==> src/assert_macros.svh <==
// ----------------------------------------------------------------------------
// Assertion macros
// Concurrent assertion helpers shared by the RTL. They compile to nothing
// when SYNTHESIS is defined.
// ----------------------------------------------------------------------------
`ifndef ASSERT_MACROS_SVH
`define ASSERT_MACROS_SVH

`ifndef SYNTHESIS
`define ITM_ASSERT(label, clk, rst_n, prop, msg) \
  label: assert property (@(posedge clk) disable iff (!rst_n) (prop)) \
    else $error(msg);
`define ITM_ASSERT_NEVER(label, clk, rst_n, cond, msg) \
  label: assert property (@(posedge clk) disable iff (!rst_n) !(cond)) \
    else $error(msg);
`else
`define ITM_ASSERT(label, clk, rst_n, prop, msg)
`define ITM_ASSERT_NEVER(label, clk, rst_n, cond, msg)
`endif

`endif

==> src/itm_pkg.sv <==
// ----------------------------------------------------------------------------
// Triangular Ising Metropolis package
// Shared widths, operation and register codes, neighbor codes and the
// configuration bundle.
// ----------------------------------------------------------------------------
package itm_pkg;

  localparam int ITM_ROWS = 16;
  localparam int ITM_COLS = 16;

  localparam int OP_W       = 2;
  localparam int COORD_W    = 4;
  localparam int FRAC_W     = 32;
  localparam int LEVEL_W    = 33;
  localparam int ENERGY_W   = 11;
  localparam int SUM_W      = 40;
  localparam int CFG_DW     = 64;
  localparam int CFG_AW     = 5;

  localparam int ENERGY_MAX = 768;
  localparam int ENERGY_MIN = -768;

  localparam logic [LEVEL_W-1:0] LEVEL_ONE_Q32 = {1'b1, {FRAC_W{1'b0}}};

  typedef enum logic [OP_W-1:0] {
    OP_LOAD   = 2'd0,
    OP_ENERGY = 2'd1,
    OP_TRIAL  = 2'd2,
    OP_ACCUM  = 2'd3
  } op_e;

  typedef enum logic [1:0] {
    REG_LEVEL_ONE   = 2'd0,
    REG_LEVEL_TWO   = 2'd1,
    REG_LEVEL_THREE = 2'd2,
    REG_COUPLING    = 2'd3
  } reg_e;

  // Trial reads use these codes in order as the step count.
  typedef enum logic [2:0] {
    NB_CENTER            = 3'd0,
    NB_NEXT_ROW          = 3'd1,
    NB_PREV_ROW          = 3'd2,
    NB_NEXT_ROW_PREV_COL = 3'd3,
    NB_PREV_ROW_NEXT_COL = 3'd4,
    NB_NEXT_COL          = 3'd5,
    NB_PREV_COL          = 3'd6
  } nbr_e;

  typedef struct packed {
    logic [LEVEL_W-1:0] level_one;
    logic [LEVEL_W-1:0] level_two;
    logic [LEVEL_W-1:0] level_three;
    logic               coupling_negative;
  } cfg_t;

endpackage

==> src/itm_in_if.sv <==
// ----------------------------------------------------------------------------
// Input item channel
// Valid/ready channel carrying one operation request.
// ----------------------------------------------------------------------------
interface itm_in_if import itm_pkg::*; ();
  logic                 valid;
  logic                 ready;
  logic [OP_W-1:0]      operation;
  logic [COORD_W-1:0]   row;
  logic [COORD_W-1:0]   col;
  logic                 spin_up;
  logic [FRAC_W-1:0]    random_fraction;

  modport source (
    output valid, operation, row, col, spin_up, random_fraction,
    input  ready
  );

  modport sink (
    input  valid, operation, row, col, spin_up, random_fraction,
    output ready
  );
endinterface

==> src/itm_out_if.sv <==
// ----------------------------------------------------------------------------
// Result item channel
// Valid/ready channel carrying one operation result.
// ----------------------------------------------------------------------------
interface itm_out_if import itm_pkg::*; ();
  logic                       valid;
  logic                       ready;
  logic                       spin_after;
  logic                       accepted;
  logic signed [ENERGY_W-1:0] total_energy;
  logic signed [SUM_W-1:0]    energy_sum;

  modport source (
    output valid, spin_after, accepted, total_energy, energy_sum,
    input  ready
  );

  modport sink (
    input  valid, spin_after, accepted, total_energy, energy_sum,
    output ready
  );
endinterface

==> src/itm_cfg_regs.sv <==
// ----------------------------------------------------------------------------
// Configuration registers
// APB-style register file holding the acceptance levels and coupling sign.
// ----------------------------------------------------------------------------
module itm_cfg_regs import itm_pkg::*; (
  input  logic              clk_i,
  input  logic              rst_ni,
  input  logic              psel,
  input  logic              penable,
  input  logic              pwrite,
  input  logic [CFG_AW-1:0] paddr,
  input  logic [CFG_DW-1:0] pwdata,
  output logic [CFG_DW-1:0] prdata,
  output logic              pready,
  output cfg_t              cfg_o
);

  cfg_t cfg_q, cfg_d;
  reg_e idx;
  logic wr_en;

  assign pready = 1'b1;
  assign idx    = reg_e'(paddr[CFG_AW-1:3]);
  assign wr_en  = psel & penable & pwrite;
  assign cfg_o  = cfg_q;

  always_comb begin
    cfg_d = cfg_q;
    if (wr_en) begin
      case (idx)
        REG_LEVEL_ONE:   cfg_d.level_one         = pwdata[LEVEL_W-1:0];
        REG_LEVEL_TWO:   cfg_d.level_two         = pwdata[LEVEL_W-1:0];
        REG_LEVEL_THREE: cfg_d.level_three       = pwdata[LEVEL_W-1:0];
        REG_COUPLING:    cfg_d.coupling_negative = pwdata[0];
        default:         cfg_d = cfg_q;
      endcase
    end
  end

  always_comb begin
    case (idx)
      REG_LEVEL_ONE:   prdata = CFG_DW'(cfg_q.level_one);
      REG_LEVEL_TWO:   prdata = CFG_DW'(cfg_q.level_two);
      REG_LEVEL_THREE: prdata = CFG_DW'(cfg_q.level_three);
      REG_COUPLING:    prdata = CFG_DW'(cfg_q.coupling_negative);
      default:         prdata = '0;
    endcase
  end

  always_ff @(posedge clk_i or negedge rst_ni) begin
    if (!rst_ni) begin
      cfg_q.level_one         <= LEVEL_ONE_Q32;
      cfg_q.level_two         <= LEVEL_ONE_Q32;
      cfg_q.level_three       <= LEVEL_ONE_Q32;
      cfg_q.coupling_negative <= 1'b0;
    end else begin
      cfg_q <= cfg_d;
    end
  end

endmodule

==> src/itm_lattice_ram.sv <==
// ----------------------------------------------------------------------------
// Spin lattice memory
// One-bit-wide memory with one write port and one registered read port.
// ----------------------------------------------------------------------------
module itm_lattice_ram import itm_pkg::*; #(
  parameter int DEPTH = ITM_ROWS * ITM_COLS
) (
  input  logic                     clk_i,
  input  logic                     we_i,
  input  logic [$clog2(DEPTH)-1:0] waddr_i,
  input  logic                     wdata_i,
  input  logic [$clog2(DEPTH)-1:0] raddr_i,
  output logic                     rdata_o
);

  logic mem [DEPTH];
  logic rdata_q;

  assign rdata_o = rdata_q;

  always_ff @(posedge clk_i) begin
    if (we_i) begin
      mem[waddr_i] <= wdata_i;
    end
  end

  always_ff @(posedge clk_i) begin
    rdata_q <= mem[raddr_i];
  end

endmodule

==> src/itm_site_addr.sv <==
// ----------------------------------------------------------------------------
// Site address generator
// Forms the lattice memory address of a site or one of its six neighbors on
// the periodic triangular lattice.
// ----------------------------------------------------------------------------
module itm_site_addr import itm_pkg::*; #(
  parameter int ROWS = ITM_ROWS,
  parameter int COLS = ITM_COLS
) (
  input  logic [$clog2(ROWS)-1:0]      row_i,
  input  logic [$clog2(COLS)-1:0]      col_i,
  input  nbr_e                         nbr_i,
  output logic [$clog2(ROWS*COLS)-1:0] addr_o
);

  localparam int RW = $clog2(ROWS);
  localparam int CW = $clog2(COLS);
  localparam int AW = $clog2(ROWS * COLS);

  logic [RW-1:0] row_next, row_prev, row_sel;
  logic [CW-1:0] col_next, col_prev, col_sel;

  assign row_next = (row_i == RW'(ROWS - 1)) ? '0 : row_i + RW'(1);
  assign row_prev = (row_i == '0) ? RW'(ROWS - 1) : row_i - RW'(1);
  assign col_next = (col_i == CW'(COLS - 1)) ? '0 : col_i + CW'(1);
  assign col_prev = (col_i == '0) ? CW'(COLS - 1) : col_i - CW'(1);

  always_comb begin
    case (nbr_i)
      NB_CENTER: begin
        row_sel = row_i;
        col_sel = col_i;
      end
      NB_NEXT_ROW: begin
        row_sel = row_next;
        col_sel = col_i;
      end
      NB_PREV_ROW: begin
        row_sel = row_prev;
        col_sel = col_i;
      end
      NB_NEXT_ROW_PREV_COL: begin
        row_sel = row_next;
        col_sel = col_prev;
      end
      NB_PREV_ROW_NEXT_COL: begin
        row_sel = row_prev;
        col_sel = col_next;
      end
      NB_NEXT_COL: begin
        row_sel = row_i;
        col_sel = col_next;
      end
      NB_PREV_COL: begin
        row_sel = row_i;
        col_sel = col_prev;
      end
      default: begin
        row_sel = row_i;
        col_sel = col_i;
      end
    endcase
  end

  assign addr_o = AW'(row_sel) * AW'(COLS) + AW'(col_sel);

endmodule

==> src/ising_triangular_metropolis_core.sv <==
// ----------------------------------------------------------------------------
// Triangular Ising Metropolis core
// Spin lattice, energy walk, single-site Metropolis trials and a saturating
// sweep energy sum behind one request channel and one result channel.
// ----------------------------------------------------------------------------
// One item is handled at a time; every spin access goes through the single
// read port of the lattice memory, one site per cycle, into a shared +/-1
// bond accumulator. A load reads nothing, an accumulate reads the addressed
// site, a trial reads the site plus six neighbors and an energy walk reads
// the site and three forward neighbors for every site, then the addressed
// site. The lattice has no reset and needs no clearing pass; every site must
// be loaded before it is read. A finished result waits in an output register,
// so the next item is accepted while it is still pending.
`include "assert_macros.svh"

module ising_triangular_metropolis_core import itm_pkg::*; #(
  parameter int ROWS = ITM_ROWS,
  parameter int COLS = ITM_COLS
) (
  input  logic              clk_i,
  input  logic              rst_ni,
  itm_in_if.sink            in_i,
  itm_out_if.source         out_o,
  input  logic              psel,
  input  logic              penable,
  input  logic              pwrite,
  input  logic [CFG_AW-1:0] paddr,
  input  logic [CFG_DW-1:0] pwdata,
  output logic [CFG_DW-1:0] prdata,
  output logic              pready
);

  localparam int RW    = $clog2(ROWS);
  localparam int CW    = $clog2(COLS);
  localparam int AW    = $clog2(ROWS * COLS);
  localparam int ACC_W = $clog2(3 * ROWS * COLS + 1) + 1;
  localparam int TOT_W = (ACC_W + 1 > ENERGY_W + 1) ? ACC_W + 1 : ENERGY_W + 1;

  localparam logic [1:0] ST_IDLE  = 2'd0;
  localparam logic [1:0] ST_READ  = 2'd1;
  localparam logic [1:0] ST_DRAIN = 2'd2;
  localparam logic [1:0] ST_EXEC  = 2'd3;

  localparam logic [2:0] K_WALK_LAST  = 3'd3;
  localparam logic [2:0] K_TRIAL_LAST = 3'd6;

  function automatic logic [8:0] wrap_coord(logic [COORD_W-1:0] v, int unsigned lim);
    logic [8:0] w;
    w = 9'(v);
    for (int i = 0; i < 5; i++) begin
      if (w >= 9'(lim)) begin
        w = w - 9'(lim);
      end
    end
    return w;
  endfunction

  cfg_t cfg;

  logic [1:0]                 state_q, state_d;
  op_e                        op_q, op_d;
  logic [RW-1:0]              r_q, r_d;
  logic [CW-1:0]              c_q, c_d;
  logic                       spin_q, spin_d;
  logic [FRAC_W-1:0]          frac_q, frac_d;
  logic [2:0]                 k_q, k_d;
  logic                       walk_q, walk_d;
  logic [RW-1:0]              wr_q, wr_d;
  logic [CW-1:0]              wc_q, wc_d;
  logic                       pend_q, pend_d;
  logic                       pend_center_q, pend_center_d;
  logic                       ctr_q, ctr_d;
  logic signed [ACC_W-1:0]    acc_q, acc_d;
  logic signed [ENERGY_W-1:0] en_q, en_d;
  logic signed [SUM_W-1:0]    sum_q, sum_d;
  logic                       out_valid_q, out_valid_d;
  logic                       out_spin_q, out_spin_d;
  logic                       out_acc_q, out_acc_d;
  logic signed [ENERGY_W-1:0] out_en_q, out_en_d;
  logic signed [SUM_W-1:0]    out_sum_q, out_sum_d;

  logic                       in_acc;
  logic                       out_free;
  logic                       grp_last;
  nbr_e                       nbr;
  logic [RW-1:0]              site_r;
  logic [CW-1:0]              site_c;
  logic [AW-1:0]              site_addr;
  logic                       mem_we;
  logic                       mem_wd;
  logic                       mem_rd;
  logic signed [ACC_W-1:0]    acc_step;
  logic signed [4:0]          de;
  logic                       flip_ok;
  logic signed [ENERGY_W:0]   en_trial_sum;
  logic signed [ENERGY_W-1:0] en_trial;
  logic signed [TOT_W-1:0]    tot;
  logic signed [ENERGY_W-1:0] en_walk;
  logic signed [SUM_W:0]      sum_wide;
  logic signed [SUM_W-1:0]    sum_sat;

  itm_cfg_regs u_cfg (
    .clk_i   (clk_i),
    .rst_ni  (rst_ni),
    .psel    (psel),
    .penable (penable),
    .pwrite  (pwrite),
    .paddr   (paddr),
    .pwdata  (pwdata),
    .prdata  (prdata),
    .pready  (pready),
    .cfg_o   (cfg)
  );

  itm_site_addr #(
    .ROWS (ROWS),
    .COLS (COLS)
  ) u_addr (
    .row_i  (site_r),
    .col_i  (site_c),
    .nbr_i  (nbr),
    .addr_o (site_addr)
  );

  itm_lattice_ram #(
    .DEPTH (ROWS * COLS)
  ) u_ram (
    .clk_i   (clk_i),
    .we_i    (mem_we),
    .waddr_i (site_addr),
    .wdata_i (mem_wd),
    .raddr_i (site_addr),
    .rdata_o (mem_rd)
  );

  assign in_i.ready         = (state_q == ST_IDLE);
  assign in_acc             = in_i.valid & in_i.ready;
  assign out_free           = !out_valid_q | out_o.ready;
  assign out_o.valid        = out_valid_q;
  assign out_o.spin_after   = out_spin_q;
  assign out_o.accepted     = out_acc_q;
  assign out_o.total_energy = out_en_q;
  assign out_o.energy_sum   = out_sum_q;

  assign site_r = walk_q ? wr_q : r_q;
  assign site_c = walk_q ? wc_q : c_q;

  always_comb begin
    if (walk_q) begin
      case (k_q)
        3'd0:    nbr = NB_CENTER;
        3'd1:    nbr = NB_NEXT_COL;
        3'd2:    nbr = NB_NEXT_ROW;
        3'd3:    nbr = NB_NEXT_ROW_PREV_COL;
        default: nbr = NB_CENTER;
      endcase
      grp_last = (k_q == K_WALK_LAST);
    end else if (op_q == OP_TRIAL) begin
      nbr      = nbr_e'(k_q);
      grp_last = (k_q == K_TRIAL_LAST);
    end else begin
      nbr      = NB_CENTER;
      grp_last = 1'b1;
    end
  end

  assign acc_step = (ctr_q == mem_rd) ? ACC_W'(1) : {ACC_W{1'b1}};

  // Flip energy change in |J| units: -2 (+2 for negative J) times bond sum.
  assign de = cfg.coupling_negative ? (acc_q[4:0] <<< 1) : -(acc_q[4:0] <<< 1);

  always_comb begin
    if (de <= 5'sd0) begin
      flip_ok = 1'b1;
    end else if (de <= 5'sd4) begin
      flip_ok = {1'b0, frac_q} <= cfg.level_one;
    end else if (de <= 5'sd8) begin
      flip_ok = {1'b0, frac_q} <= cfg.level_two;
    end else begin
      flip_ok = {1'b0, frac_q} <= cfg.level_three;
    end
  end

  always_comb begin
    en_trial_sum = (ENERGY_W + 1)'(en_q) + (ENERGY_W + 1)'(de);
    if (en_trial_sum > (ENERGY_W + 1)'(ENERGY_MAX)) begin
      en_trial = ENERGY_W'(ENERGY_MAX);
    end else if (en_trial_sum < (ENERGY_W + 1)'(ENERGY_MIN)) begin
      en_trial = ENERGY_W'(ENERGY_MIN);
    end else begin
      en_trial = en_trial_sum[ENERGY_W-1:0];
    end
  end

  always_comb begin
    tot = cfg.coupling_negative ? -TOT_W'(acc_q) : TOT_W'(acc_q);
    if (tot > TOT_W'(ENERGY_MAX)) begin
      en_walk = ENERGY_W'(ENERGY_MAX);
    end else if (tot < TOT_W'(ENERGY_MIN)) begin
      en_walk = ENERGY_W'(ENERGY_MIN);
    end else begin
      en_walk = tot[ENERGY_W-1:0];
    end
  end

  always_comb begin
    sum_wide = (SUM_W + 1)'(sum_q) + (SUM_W + 1)'(en_q);
    if (sum_wide[SUM_W] != sum_wide[SUM_W-1]) begin
      sum_sat = sum_wide[SUM_W] ? {1'b1, {(SUM_W - 1){1'b0}}} : {1'b0, {(SUM_W - 1){1'b1}}};
    end else begin
      sum_sat = sum_wide[SUM_W-1:0];
    end
  end

  always_comb begin
    state_d       = state_q;
    op_d          = op_q;
    r_d           = r_q;
    c_d           = c_q;
    spin_d        = spin_q;
    frac_d        = frac_q;
    k_d           = k_q;
    walk_d        = walk_q;
    wr_d          = wr_q;
    wc_d          = wc_q;
    pend_d        = 1'b0;
    pend_center_d = 1'b0;
    ctr_d         = ctr_q;
    acc_d         = acc_q;
    en_d          = en_q;
    sum_d         = sum_q;
    out_valid_d   = out_valid_q & ~out_o.ready;
    out_spin_d    = out_spin_q;
    out_acc_d     = out_acc_q;
    out_en_d      = out_en_q;
    out_sum_d     = out_sum_q;
    mem_we        = 1'b0;
    mem_wd        = 1'b0;

    if (pend_q) begin
      if (pend_center_q) begin
        ctr_d = mem_rd;
      end else begin
        acc_d = acc_q + acc_step;
      end
    end

    case (state_q)
      ST_IDLE: begin
        if (in_acc) begin
          op_d    = op_e'(in_i.operation);
          r_d     = RW'(wrap_coord(in_i.row, ROWS));
          c_d     = CW'(wrap_coord(in_i.col, COLS));
          spin_d  = in_i.spin_up;
          frac_d  = in_i.random_fraction;
          acc_d   = '0;
          k_d     = '0;
          wr_d    = '0;
          wc_d    = '0;
          walk_d  = (op_e'(in_i.operation) == OP_ENERGY);
          state_d = (op_e'(in_i.operation) == OP_LOAD) ? ST_EXEC : ST_READ;
        end
      end
      ST_READ: begin
        pend_d        = 1'b1;
        pend_center_d = (k_q == '0);
        if (grp_last) begin
          k_d = '0;
          if (walk_q) begin
            if (wc_q == CW'(COLS - 1)) begin
              wc_d = '0;
              if (wr_q == RW'(ROWS - 1)) begin
                walk_d = 1'b0;
              end else begin
                wr_d = wr_q + RW'(1);
              end
            end else begin
              wc_d = wc_q + CW'(1);
            end
          end else begin
            state_d = ST_DRAIN;
          end
        end else begin
          k_d = k_q + 3'd1;
        end
      end
      ST_DRAIN: begin
        state_d = ST_EXEC;
      end
      ST_EXEC: begin
        if (out_free) begin
          out_spin_d = ctr_q;
          out_acc_d  = 1'b0;
          case (op_q)
            OP_LOAD: begin
              mem_we     = 1'b1;
              mem_wd     = spin_q;
              out_spin_d = spin_q;
            end
            OP_ENERGY: begin
              en_d = en_walk;
            end
            OP_TRIAL: begin
              if (flip_ok) begin
                mem_we = 1'b1;
                mem_wd = ~ctr_q;
                en_d   = en_trial;
              end
              out_spin_d = ctr_q ^ flip_ok;
              out_acc_d  = flip_ok;
            end
            OP_ACCUM: begin
              sum_d = sum_sat;
            end
            default: begin
              en_d = en_q;
            end
          endcase
          out_en_d    = en_d;
          out_sum_d   = sum_d;
          out_valid_d = 1'b1;
          state_d     = ST_IDLE;
        end
      end
      default: begin
        state_d = ST_IDLE;
      end
    endcase
  end

  always_ff @(posedge clk_i or negedge rst_ni) begin
    if (!rst_ni) begin
      state_q       <= ST_IDLE;
      k_q           <= '0;
      walk_q        <= 1'b0;
      wr_q          <= '0;
      wc_q          <= '0;
      pend_q        <= 1'b0;
      pend_center_q <= 1'b0;
      en_q          <= '0;
      sum_q         <= '0;
      out_valid_q   <= 1'b0;
    end else begin
      state_q       <= state_d;
      k_q           <= k_d;
      walk_q        <= walk_d;
      wr_q          <= wr_d;
      wc_q          <= wc_d;
      pend_q        <= pend_d;
      pend_center_q <= pend_center_d;
      en_q          <= en_d;
      sum_q         <= sum_d;
      out_valid_q   <= out_valid_d;
    end
  end

  always_ff @(posedge clk_i) begin
    op_q       <= op_d;
    r_q        <= r_d;
    c_q        <= c_d;
    spin_q     <= spin_d;
    frac_q     <= frac_d;
    ctr_q      <= ctr_d;
    acc_q      <= acc_d;
    out_spin_q <= out_spin_d;
    out_acc_q  <= out_acc_d;
    out_en_q   <= out_en_d;
    out_sum_q  <= out_sum_d;
  end

  `ITM_ASSERT(a_energy_in_range, clk_i, rst_ni, (en_q >= ENERGY_MIN) && (en_q <= ENERGY_MAX), "running energy left its range")
  `ITM_ASSERT_NEVER(a_no_read_at_commit, clk_i, rst_ni, pend_q && ((state_q == ST_EXEC) || (state_q == ST_IDLE)), "lattice read still in flight at commit")
  `ITM_ASSERT(a_walk_only_reading, clk_i, rst_ni, walk_q |-> (state_q == ST_READ), "energy walk active outside the read phase")

endmodule
==> src/flat_wrapper.sv <==
// flat-port wrapper written by rule: the top's interface ports become plain ports
module ising_triangular_metropolis_core_flat import itm_pkg::*;
#(
  parameter int ROWS = ITM_ROWS,
  parameter int COLS = ITM_COLS
)
  (clk_i, rst_ni, psel, penable, pwrite, paddr, pwdata, prdata, pready, in_i_valid, in_i_operation, in_i_row, in_i_col, in_i_spin_up, in_i_random_fraction, in_i_ready, out_o_valid, out_o_spin_after, out_o_accepted, out_o_total_energy, out_o_energy_sum, out_o_ready);
  itm_in_if in_i_i ();
  itm_out_if out_o_i ();
  input  logic clk_i;
  input  logic rst_ni;
  input  logic psel;
  input  logic penable;
  input  logic pwrite;
  input  logic [CFG_AW-1:0] paddr;
  input  logic [CFG_DW-1:0] pwdata;
  output logic [CFG_DW-1:0] prdata;
  output logic pready;
  input wire logic [$bits(in_i_i.valid)-1:0] in_i_valid;
  input wire logic [$bits(in_i_i.operation)-1:0] in_i_operation;
  input wire logic [$bits(in_i_i.row)-1:0] in_i_row;
  input wire logic [$bits(in_i_i.col)-1:0] in_i_col;
  input wire logic [$bits(in_i_i.spin_up)-1:0] in_i_spin_up;
  input wire logic [$bits(in_i_i.random_fraction)-1:0] in_i_random_fraction;
  output wire logic [$bits(in_i_i.ready)-1:0] in_i_ready;
  output wire logic [$bits(out_o_i.valid)-1:0] out_o_valid;
  output wire logic [$bits(out_o_i.spin_after)-1:0] out_o_spin_after;
  output wire logic [$bits(out_o_i.accepted)-1:0] out_o_accepted;
  output wire logic [$bits(out_o_i.total_energy)-1:0] out_o_total_energy;
  output wire logic [$bits(out_o_i.energy_sum)-1:0] out_o_energy_sum;
  input wire logic [$bits(out_o_i.ready)-1:0] out_o_ready;
  assign in_i_i.valid = in_i_valid;
  assign in_i_i.operation = in_i_operation;
  assign in_i_i.row = in_i_row;
  assign in_i_i.col = in_i_col;
  assign in_i_i.spin_up = in_i_spin_up;
  assign in_i_i.random_fraction = in_i_random_fraction;
  assign in_i_ready = in_i_i.ready;
  assign out_o_valid = out_o_i.valid;
  assign out_o_spin_after = out_o_i.spin_after;
  assign out_o_accepted = out_o_i.accepted;
  assign out_o_total_energy = out_o_i.total_energy;
  assign out_o_energy_sum = out_o_i.energy_sum;
  assign out_o_i.ready = out_o_ready;
  ising_triangular_metropolis_core #(.ROWS(ROWS), .COLS(COLS)) u_core (.clk_i(clk_i), .rst_ni(rst_ni), .in_i(in_i_i), .out_o(out_o_i), .psel(psel), .penable(penable), .pwrite(pwrite), .paddr(paddr), .pwdata(pwdata), .prdata(prdata), .pready(pready));
endmodule
==> config.mk <==
export PLATFORM = sky130hd
export DESIGN_NAME = ising_triangular_metropolis_core_flat
export DESIGN_NICKNAME = d
export VERILOG_FILES = /design/src/itm_pkg.sv /design/src/itm_in_if.sv /design/src/itm_out_if.sv /design/src/itm_cfg_regs.sv /design/src/itm_lattice_ram.sv /design/src/itm_site_addr.sv /design/src/ising_triangular_metropolis_core.sv /design/src/flat_wrapper.sv
export VERILOG_INCLUDE_DIRS = /design/src /design/src/src
export SDC_FILE = /design/constraint.sdc
export NUM_CORES = 1
export LEC_CHECK = 0
export BUFFER_PORTS_ARGS = -buffer_cell sky130_fd_sc_hd__buf_2
export CAP_MARGIN = 30
export CORE_MARGIN = 5
export CORE_UTILIZATION = 40
export DETAILED_ROUTE_END_ITERATION = 12
export PLACE_DENSITY = 0.58
export SLEW_MARGIN = 20
export SYNTH_ARGS = -nofsm -noshare
export SYNTH_HDL_FRONTEND = slang
export SYNTH_SLANG_ARGS = --single-unit
export TNS_END_PERCENT = 5
==> constraint.sdc <==
create_clock -name clk_i -period 35.3 [get_ports clk_i]
set_input_delay 7.06 -clock clk_i [delete_from_list [all_inputs] [get_ports clk_i]]
set_output_delay 7.06 -clock clk_i [all_outputs]
set_load 0.05 [all_outputs]
* Yosys cells after proc, flatten, opt, wreduce, memory -nomap -nowiden
Memory sizes are Yosys's and may differ from the RTL's. A register that Yosys moved wholly into a read port is not among the register bits.
Index checks and enable logic that the tools add are counted.
W data, S select, Z words.
** Storage, ports and cells
- Register bits after elaboration :: 276
- Output and inout bits :: 120
- Word-level logic and storage cells :: 188
- ROM bits :: 0
- RAM bits :: 256
- Bits of input ports :: 119
- Latch bits :: 0
- Memories :: 1
** Cells by class
- Bitwise operators :: 8
- Multiplexer cells :: 73
- Shifts and indexed selects :: 0
- Equal/unequal tests :: 33
- Add/subtract/negate cells :: 13
- Multiply operators :: 0
- Reductions and logical operators :: 25
- Magnitude comparators :: 10
- Divide/modulo/power cells :: 0
** Memory list
- u_core.u_ram.mem :: words 256, width 1, rd ports 1, clocked after Yosys merged registers in 1, wr ports 1, line itm_lattice_ram.sv:16 : logic mem [DEPTH];
** Operator list (number)
- $pmux W64 S4 :: 1
- $mux W40 :: 3
- $mux W11 :: 10
- $le A32 B33 Y1 :: 3
- $mux W4 :: 14
- $add A40 B11 Y41 :: 1
- $pmux W4 S2 :: 4
- $gt A12 B11 Y1 const B :: 2
- $lt A12 B11 Y1 const B :: 2
- $mux W1 :: 22
- $pmux W11 S2 :: 1
- $add A4 B1 Y4 const B :: 4
- $eq A4 B4 Y1 const B :: 4
- $reduce_and A2 Y1 :: 8
- $add A11 B5 Y12 :: 1
- $eq A2 B2 Y1 const B :: 6
- $eq A3 B2 Y1 const B :: 4
- $eq A3 B3 Y1 const B :: 4
- $mux W12 :: 1
- $mux W3 :: 4
- $neg A11 Y12 :: 1
- $add A11 B11 Y11 :: 1
- $mux W2 :: 5
- $pmux W3 S3 :: 1
- 30 further kinds :: 55

* Logic depth before layout (Yosys ltp)
Gate-level depths: netlist of the first run.
- Depth after elaboration :: 12
- Gate-level depth with buffers :: 18
- Depth with buffers taken out :: 16

* Cells and area by module
A second synthesis of the first run with hierarchy kept.
** Second synthesis, totals
- Cells, all modules :: 2765
- Area, all modules :: 30301.6 µm²
** Modules (own cells, without submodules)
- ising_triangular_metropolis_core :: instances 1, area each 13794.5 µm², cells an instance 1538, seq. area each 4834.6 µm²
- itm_lattice_ram :: instances 1, area each 11128.2 µm², cells an instance 788, seq. area each 7707.4 µm²
- itm_cfg_regs :: instances 1, area each 4840.9 µm², cells an instance 360, seq. area each 2506.2 µm²
- itm_site_addr :: instances 1, area each 538.0 µm², cells an instance 79, seq. area each 0.0 µm²

* Worst setup path before layout of the first run
Ideal clock, no wire load.
- Kind :: in2out
- Start :: input paddr[3]
- End :: output prdata[1]
- Arrival :: 9098 ps
- Path slack :: 19142 ps
- Buffers on the path :: 2
- Cell stages on the path :: 4
- Required time :: 28240 ps
- Path through :: clkbuf_1 -> buf_1 -> mux2i_1 -> o21ai_0
** On the way
- Cells in the longest elaborated chain, start to end :: 2
- Elaborated cells between the ends (all ways) :: 5
- Those cells by class :: eq/ne (3); mux (1); reduce/logical (1)
** RTL lines
- start, declared :: line flat_wrapper.sv:15 : input logic [CFG_AW-1:0] paddr;
- $eq A2 B2 Y1, or another cell as far along :: line itm_cfg_regs.sv:41 : case (idx)
- $pmux W64 S4 * :: line itm_cfg_regs.sv:41
- end, declared :: line flat_wrapper.sv:17 : output logic [CFG_DW-1:0] prdata;
Every way passes the cells marked *; elsewhere a longest branch is shown, timed or not. The select of a mux whose other input is x is not followed.

* Worst setup path after layout of the first run
- Start :: input paddr[4]
- End :: output prdata[25]
Same word-level chain as after synthesis.

==> run_results.csv, run 1 <==
group,metric,value,unit
outcome,status,"finished clean",
logic_synthesis,netlist.area_leader.share,0.350,
timing,drv_slew,0,
floorplan,core-area,74700,µm²
floorplan,placementRows,100,
logic_synthesis,synth-seq-area-share,0.497,
place,place_congestion,0.899,
logic_synthesis,synth_adder_area_share,0.0774,
floorplan,start_util,0.405,
worst_setup_path,end_kind,"output port",
worst_setup_path,cp.required,28.24,ns
min_path,hold_path_end,"u_core.ctr_q",
timing,worst_slew_pin_slew,1.07,ns
worst_setup_path,startpoint_type,"input port",
clock_network,max-clock-path-buffers,3,
min_path,hold_path_class,"flip-flop to flip-flop",
global_route,grt_max_degree,171,
logic_synthesis,yosysMostFrequentCell,"nor2_1",
clock_network,cts_htree_levels,2,
layout,finalNetCount,3349,
job,cap_violations,0,
timing,slew_headroom,0.289,
logic_synthesis,yosysUniqueCellTypes,97,
logic_synthesis,synth_top_family_by_area,"compound AO/OA/AOI/OAI gates",
routing,postRouteWirelength,79.6,mm
floorplan,fp.dieW,285,µm
clock_network,clkLatencyLatePin,0.64,ns
global_route,overflow,0,
worst_setup_path,reg2reg_from,"u_core.frac_q[30]",
worst_setup_path,r2r-end,"u_core.u_ram.mem[73]",
logic_synthesis,synth-xor-area-share,0.0196,
logic_synthesis,synth_compound_area_frac,0.152,
floorplan,io_pins,239,
power,leakagePower,13.8,nW
logic_synthesis,synthFlopType,"edfxtp_1",
timing,final.min_clock_period,16.48,ns
clock_network,post_cts_buffers,0,
global_route,antenna_found_initial,5,
timing,fmaxAchievable,60.7,MHz
place,place_ws,18.81,ns
power,finalPower,2.75,mW
worst_setup_path,slowest_delay,0.64,ns
layout,fillers,7093,
clock_network,cts_resized,0,
clock_network,cts.sinks,533,
power,powerDensity,81.2,nW/µm²
layout,fin_util,0.454,
place,dpl.hpwl,52.8,mm
logic_synthesis,synth_mux_area_frac,0.0744,
logic_synthesis,yosysTopAreaCell,"edfxtp_1",
timing,setup_ws,18.82,ns
worst_setup_path,path_max_fanout,38,
worst_setup_path,worst-path-buf-inv,3,
timing,finalSetupViolations,0,
logic_synthesis,synthArstFlopShare,0.315,
clock_network,hold_buffers,0,
logic_synthesis,synth_edf_count,353,
timing,rsz0062_at_grt,"no",
clock_network,cts_tree,"yes",
logic_synthesis,syn_area,30300,µm²
timing,tns,0,ns
clock_network,cts-root-buf,"clkbuf_16",
timing,finalClockSkew,0.0315,ns
logic_synthesis,ys_warn_count,0,
layout,drive_gt1_frac,0.134,
global_route,grt_pass1_wl,125,mm
worst_setup_path,crit_family,"buffers and inverters",
worst_setup_path,r2r_slack,29.88,ns
layout,final_area,33900,µm²
layout,syn_to_final_growth,11.9,%
worst_setup_path,cp_data_arrival_time,9.42,ns
layout,finalNonFillerCells,4071,
place,place_area,31900,µm²
logic_synthesis,ys_ff_latch,533,
logic_synthesis,synth_commonest_cells,"374 x nor2_1, 353 x edfxtp_1, 245 x nand2_1, 204 x o21ai_0, 183 x a21oi_1",
min_path,min_from,"u_core.u_ram.rdata_o",
routing,drt_first_pass_iters,8,
logic_synthesis,syn_area_per_cell,10.3,µm²
routing,via_per_inst,5.45,
worst_setup_path,reg2reg_depth,15,
worst_setup_path,crit_top_cell,"buf_2",
place,placed_cells,3951,
floorplan,die_h,285,µm
logic_synthesis,synth_cells,2930,
worst_setup_path,crit_slowest_cell,"buf_2",
routing,vias,22200,
clock_network,clkTransAtPathRegs,0.06,ns
clock_network,numCtsBuffers,61,
logic_synthesis,yosys-top-cells-area,"edfxtp_1 35%, dfrtp_1 14%, ha_1 7.4%",
floorplan,dieArea,81300,µm²
routing,wl_per_cell,19.5,µm
global_route,grt_pass1_vias,22200,
min_path,whs_path_depth,0,
timing,timing.final.crit_share,0.467,
worst_setup_path,crit_type,"input port to output port",
routing,route.detailed.drc,0,
routing,first_iter_violations,1594,
logic_synthesis,synth-simple-area-share,0.126,
place,port-buffer-count,172,
global_route,grt_use_total,0.190,
power,ir_drop,0.0641,mV
timing,final_hold_viol_count,0,
worst_setup_path,path_cells,"buf_2 > nor2b_2 > buf_4 > nand2_1 > o21ai_0 > buf_2",
timing,hold_ws,0.474,ns
routing,postRouteAntennaNets,0,
## worst register-to-register path, stage by stage (launching register included)
cell	delay [ns]
edfxtp_1	0.45
ha_1	0.34
nand4_1	0.12
or4b_1	0.53
nor3_1	0.59
nand4_1	0.28
maj3_1	0.40
nor2_1	0.10
nor2_1	0.12
nand2_1	0.46
ha_1	0.25
nand2_1	0.08
a21oi_4	0.14
buf_4	0.53
buf_4	0.44
buf_16	0.33
## cells by family (layout without fill, tap and decap cells)
family | count (synthesis) | in the layout
AND/OR/NAND/NOR | 856 | 856
AO/OA/AOI/OAI | 724 | 724
flip-flops | 533 | 533
buffers and inverters | 350 | 488
multiplexers | 214 | 214
adder cells (fa/ha/maj) | 186 | 186
XOR/XNOR | 65 | 65
other | 2 | 36
## layout by cell type, fill, tap and decap left out, types with 9 or more instances in the layout
master	Yosys	layout
a211oi_1	73	73
a21o_1	76	76
a21oi_1	183	181
a31oi_1	20	20
and2_1	15	15
and3_1	15	15
buf_2	39	171
buf_4	46	39
clkbuf_1	94	14
clkbuf_16	0	61
clkinv_1	1	11
conb_1	2	32
dfrtp_1	165	165
dfxtp_1	12	12
edfxtp_1	353	353
ha_1	180	179
inv_1	154	153
mux2_2	56	56
mux2i_1	155	155
nand2_1	245	245
nand2b_1	19	19
nand3_1	22	22
nand4_1	34	34
nor2_1	374	374
nor2b_1	57	56
nor3_1	21	20
nor4_1	9	9
o211ai_1	14	14
o211ai_2	9	9
o21a_1	12	12
o21ai_0	204	204
o22ai_1	24	24
o31ai_1	9	9
or3_1	10	10
xnor2_1	38	38
xor2_1	24	24
## worst max path at each step
stage / from / endpoint / slack, ns / cells past startpoint
final: paddr[4] / prdata[25] / 18.82 / 6
after global routing: paddr[4] / prdata[30] / 18.73 / 6
after CTS: paddr[4] / prdata[30] / 18.78 / 6
after detailed placement: paddr[4] / prdata[30] / 18.81 / 6
after global placement: paddr[4] / prdata[30] / 18.84 / 6
after floorplan: paddr[3] / prdata[1] / 19.14 / 4
## registers in the layout, summed over array words and instances, names as in the netlist, 2 cells and up
| name | flops |
|---|---|
| u_core.out_o.total_energy | 11 |
| u_core.wc_q | 4 |
| u_core.u_ram.mem | 256 |
| u_core.sum_q | 40 |
| u_core.r_q | 4 |
| u_core.frac_q | 32 |
| u_core.wr_q | 4 |
| u_core.acc_q | 11 |
| u_core.en_q | 11 |
| u_core.out_o.energy_sum | 40 |
| u_core.u_cfg.cfg_o | 100 |
| u_core.c_q | 4 |
| u_core.k_q | 3 |
| u_core.state_q | 2 |
| u_core.op_q | 2 |
## report_power, final
group,switching [mW],leakage (nW),internal [mW],total [mW]
Combinational,0.810,7.43,0.449,1.26
Sequential,0.0770,5.43,0.793,0.870
Clock,0.261,0.952,0.361,0.623
Total,1.15,13.8,1.60,2.75
## layout make-up
class	instances	area (µm²)	area share
antenna	4	10.0	0.000295
multi-input combinational	2077	13800	0.407
tap	969	1210	0.0358
timing repair buffer	217	1280	0.0378
sequential	533	15000	0.444
clock inverter	32	287	0.00846
inverter	157	589	0.0174
clock buffer	82	1680	0.0494
## metal layers
layer  up-vias  track usage  part of all wire
li1      10700            -                 -
met1     10800        0.255              0.44
met2       502        0.329              0.49
met3       101       0.0281             0.050
met4         0       0.0406             0.018
met5         -            0                 0
(Power assumes the default switching activity.)
==> run 2, diff against run 1 <==
--- a/config.mk
+++ b/config.mk
@@ -6,6 +6,7 @@
 export SDC_FILE = /design/constraint.sdc
 export NUM_CORES = 1
 export LEC_CHECK = 0
+export ABC_AREA = 1
 export BUFFER_PORTS_ARGS = -buffer_cell sky130_fd_sc_hd__buf_2
 export CAP_MARGIN = 30
 export CORE_MARGIN = 5
==> constraint.sdc (replaced) <==
create_clock -name clk_i -period 15.25 [get_ports clk_i]
set_input_delay 3.05 -clock clk_i [delete_from_list [all_inputs] [get_ports clk_i]]
set_output_delay 3.05 -clock clk_i [all_outputs]
set_load 0.05 [all_outputs]
==> run 2 against run 1 <==
  * Utilization fell by 0.18 points
  * Critical endpoint is now prdata[4]
  * Sequential power up 130%
  * Sequential share of layout area shrank 1.4 points
==> run_results.csv, run 2 <==
group,metric,value,unit
outcome,status,"finished clean",
timing,final_hold_viol_count,0,
clock_network,numCtsBuffers,59,
layout,syn_to_final_growth,12.1,%
logic_synthesis,synth_commonest_cells,"1,186 x nand2_1, 367 x nor2_1, 353 x edfxtp_1, 349 x inv_1, 238 x o21ai_0",
timing,tns,0,ns
global_route,grt_max_degree,257,
clock_network,cts_resized,0,
layout,largest_reg_flops,256,
routing,postRouteWirelength,83.4,mm
clock_network,clkLatencyLatePin,0.64,ns
clock_network,clkTransAtPathRegs,0.06,ns
layout,fillers,7694,
timing,setup_ws,7.75,ns
logic_synthesis,synth-seq-area-share,0.482,
worst_setup_path,cp_data_arrival_time,4.45,ns
worst_setup_path,crit_type,"input port to output port",
timing,worst_slew_pin_slew,1.19,ns
routing,postRouteAntennaNets,0,
worst_setup_path,path_max_fanout,30,
timing,timing.final.crit_share,0.492,
power,ir_drop,0.168,mV
layout,largest_register,"u_core.u_ram.mem",
layout,multi_input_area,13900,µm²
layout,fin_util,0.452,
logic_synthesis,syn_area,31200,µm²
timing,final.min_clock_period,7.50,ns
timing,rsz0062_at_grt,"no",
clock_network,cts_htree_levels,2,
logic_synthesis,netlist.area_leader.share,0.340,
floorplan,dieArea,83700,µm²
global_route,overflow,0,
place,port-buffer-count,172,
floorplan,start_util,0.403,
place,place_congestion,0.901,
logic_synthesis,synthFlopType,"edfxtp_1",
global_route,antenna_found_initial,1,
worst_setup_path,cp.required,12.20,ns
logic_synthesis,yosysUniqueCellTypes,61,
worst_setup_path,startpoint_type,"input port",
place,placed_cells,4828,
clock_network,hold_buffers,0,
routing,via_per_inst,5.05,
layout,final_cell_mix,"1,183 x nand2_1, 362 x nor2_1, 353 x edfxtp_1",
logic_synthesis,yosysTopAreaCell,"edfxtp_1",
clock_network,post_cts_buffers,0,
floorplan,die_h,289,µm
timing,finalClockSkew,0.0162,ns
clock_network,cts-root-buf,"clkbuf_16",
power,powerDensity,240,nW/µm²
place,place_ws,7.76,ns
routing,drt_first_pass_iters,7,
floorplan,placementRows,102,
logic_synthesis,yosysMostFrequentCell,"nand2_1",
layout,finalNonFillerCells,4944,
logic_synthesis,ys_ff_latch,533,
logic_synthesis,synth_edf_count,353,
clock_network,cts.sinks,533,
layout,regArea,15000,µm²
layout,drive_gt1_frac,0.106,
routing,wl_per_cell,16.9,µm
logic_synthesis,syn_area_per_cell,8.35,µm²
worst_setup_path,end_kind,"output port",
job,cap_violations,0,
global_route,grt_use_total,0.195,
logic_synthesis,synthArstFlopShare,0.315,
global_route,grt_pass1_vias,23500,
power,leakagePower,15.7,nW
layout,finalNetCount,4154,
place,dpl.hpwl,55.0,mm
power,finalPower,8.41,mW
routing,route.detailed.drc,0,
logic_synthesis,synth_cells,3741,
layout,final_common_cell,"nand2_1",
global_route,grt_pass1_wl,130,mm
timing,finalSetupViolations,0,
min_path,hold_path_class,"flip-flop to flip-flop",
routing,vias,25000,
clock_network,cts_tree,"yes",
floorplan,io_pins,239,
floorplan,core-area,77500,µm²
timing,fmaxAchievable,133,MHz
timing,slew_headroom,0.209,
routing,first_iter_violations,1812,
logic_synthesis,ys_warn_count,0,
timing,drv_slew,0,
floorplan,fp.dieW,289,µm
clock_network,max-clock-path-buffers,3,
logic_synthesis,yosys-top-cells-area,"edfxtp_1 34%, nand2_1 14%, dfrtp_1 13%",
[run 2: cell types whose count changed in the layout (fill, tap and decap cells not counted), sizes merged, moves of 24 or more]
| cell | before | now |
|---|---|---|
| nand2 | 246 | 1210 |
| inv | 161 | 374 |
| mux2i | 155 | 0 |
| nand3 | 22 | 150 |
| a211oi | 75 | 5 |
| a21o | 76 | 8 |
| nor2b | 57 | 0 |
| mux2 | 56 | 0 |
| o21ai | 212 | 266 |
| o221ai | 4 | 32 |
| xnor2 | 41 | 17 |
[run 2: area by class of cell]
type                    instances  share of cell area
flip-flops and latches        533               0.430
multi-input cells            2687               0.398
clock buffers                  71              0.0446
inverters                     373              0.0401
well taps                    1040              0.0372
repair buffers                198              0.0326
clock inverters                41              0.0178
diodes                          1           0.0000715
[run 2: through the flow]
step                      hold slack, ns  area (µm²)
after detailed placement           0.464       32700
after global routing               0.481       35000
after floorplan                    0.429       31300
after CTS                          0.473       34900
final                              0.467       35000
after global placement             0.459       32700
[run 2: path summary, 6_finish.rpt]
path	startpoint	to	slack (ns)	cells after the start
max	paddr[3]	prdata[4]	7.75	7
min	u_core.k_q[2]	u_core.pend_center_q	0.47	1
max reg2reg	u_core.op_q[0]	u_core.u_ram.mem[121]	10.01	13
min reg2reg	u_core.k_q[2]	u_core.pend_center_q	0.47	1
max in group asynchronous	rst_ni	u_core.sum_q[16]	11.91	3
min in group asynchronous	rst_ni	u_core.u_cfg.cfg_o[73]	2.34	1
[run 2: critical path, cell delays in order]
cell and delay (ns):
buf_2 0.12, inv_1 0.06, nor2_1 0.19, inv_1 0.11
buf_4 0.28, o221ai_1 0.30, buf_2 0.33
[run 2: kinds of logic after synthesis]
kind of cell | synth area share
adders and majority gates | 0.0741
and+or+nand+nor | 0.248
xor gates and xnor gates | 0.0174
AOI/OAI and AO/OA | 0.101
buffers and inverters | 0.0773
other | 0.000241
DFF | 0.482
[run 2: power by group]
part / switching [mW] / internal [mW] / total, mW
clock network: 0.612 / 0.984 / 1.60
registers: 0.165 / 1.85 / 2.01
logic: 3.47 / 1.34 / 4.81
[run 2: routing by layer]
metal	GRT usage	vias up	wire length (µm)
li1	-	12500	-
met1	0.269	11800	37800
met2	0.327	559	39400
met3	0.0228	112	4190
met4	0.0521	0	1960
met5	0	-	0
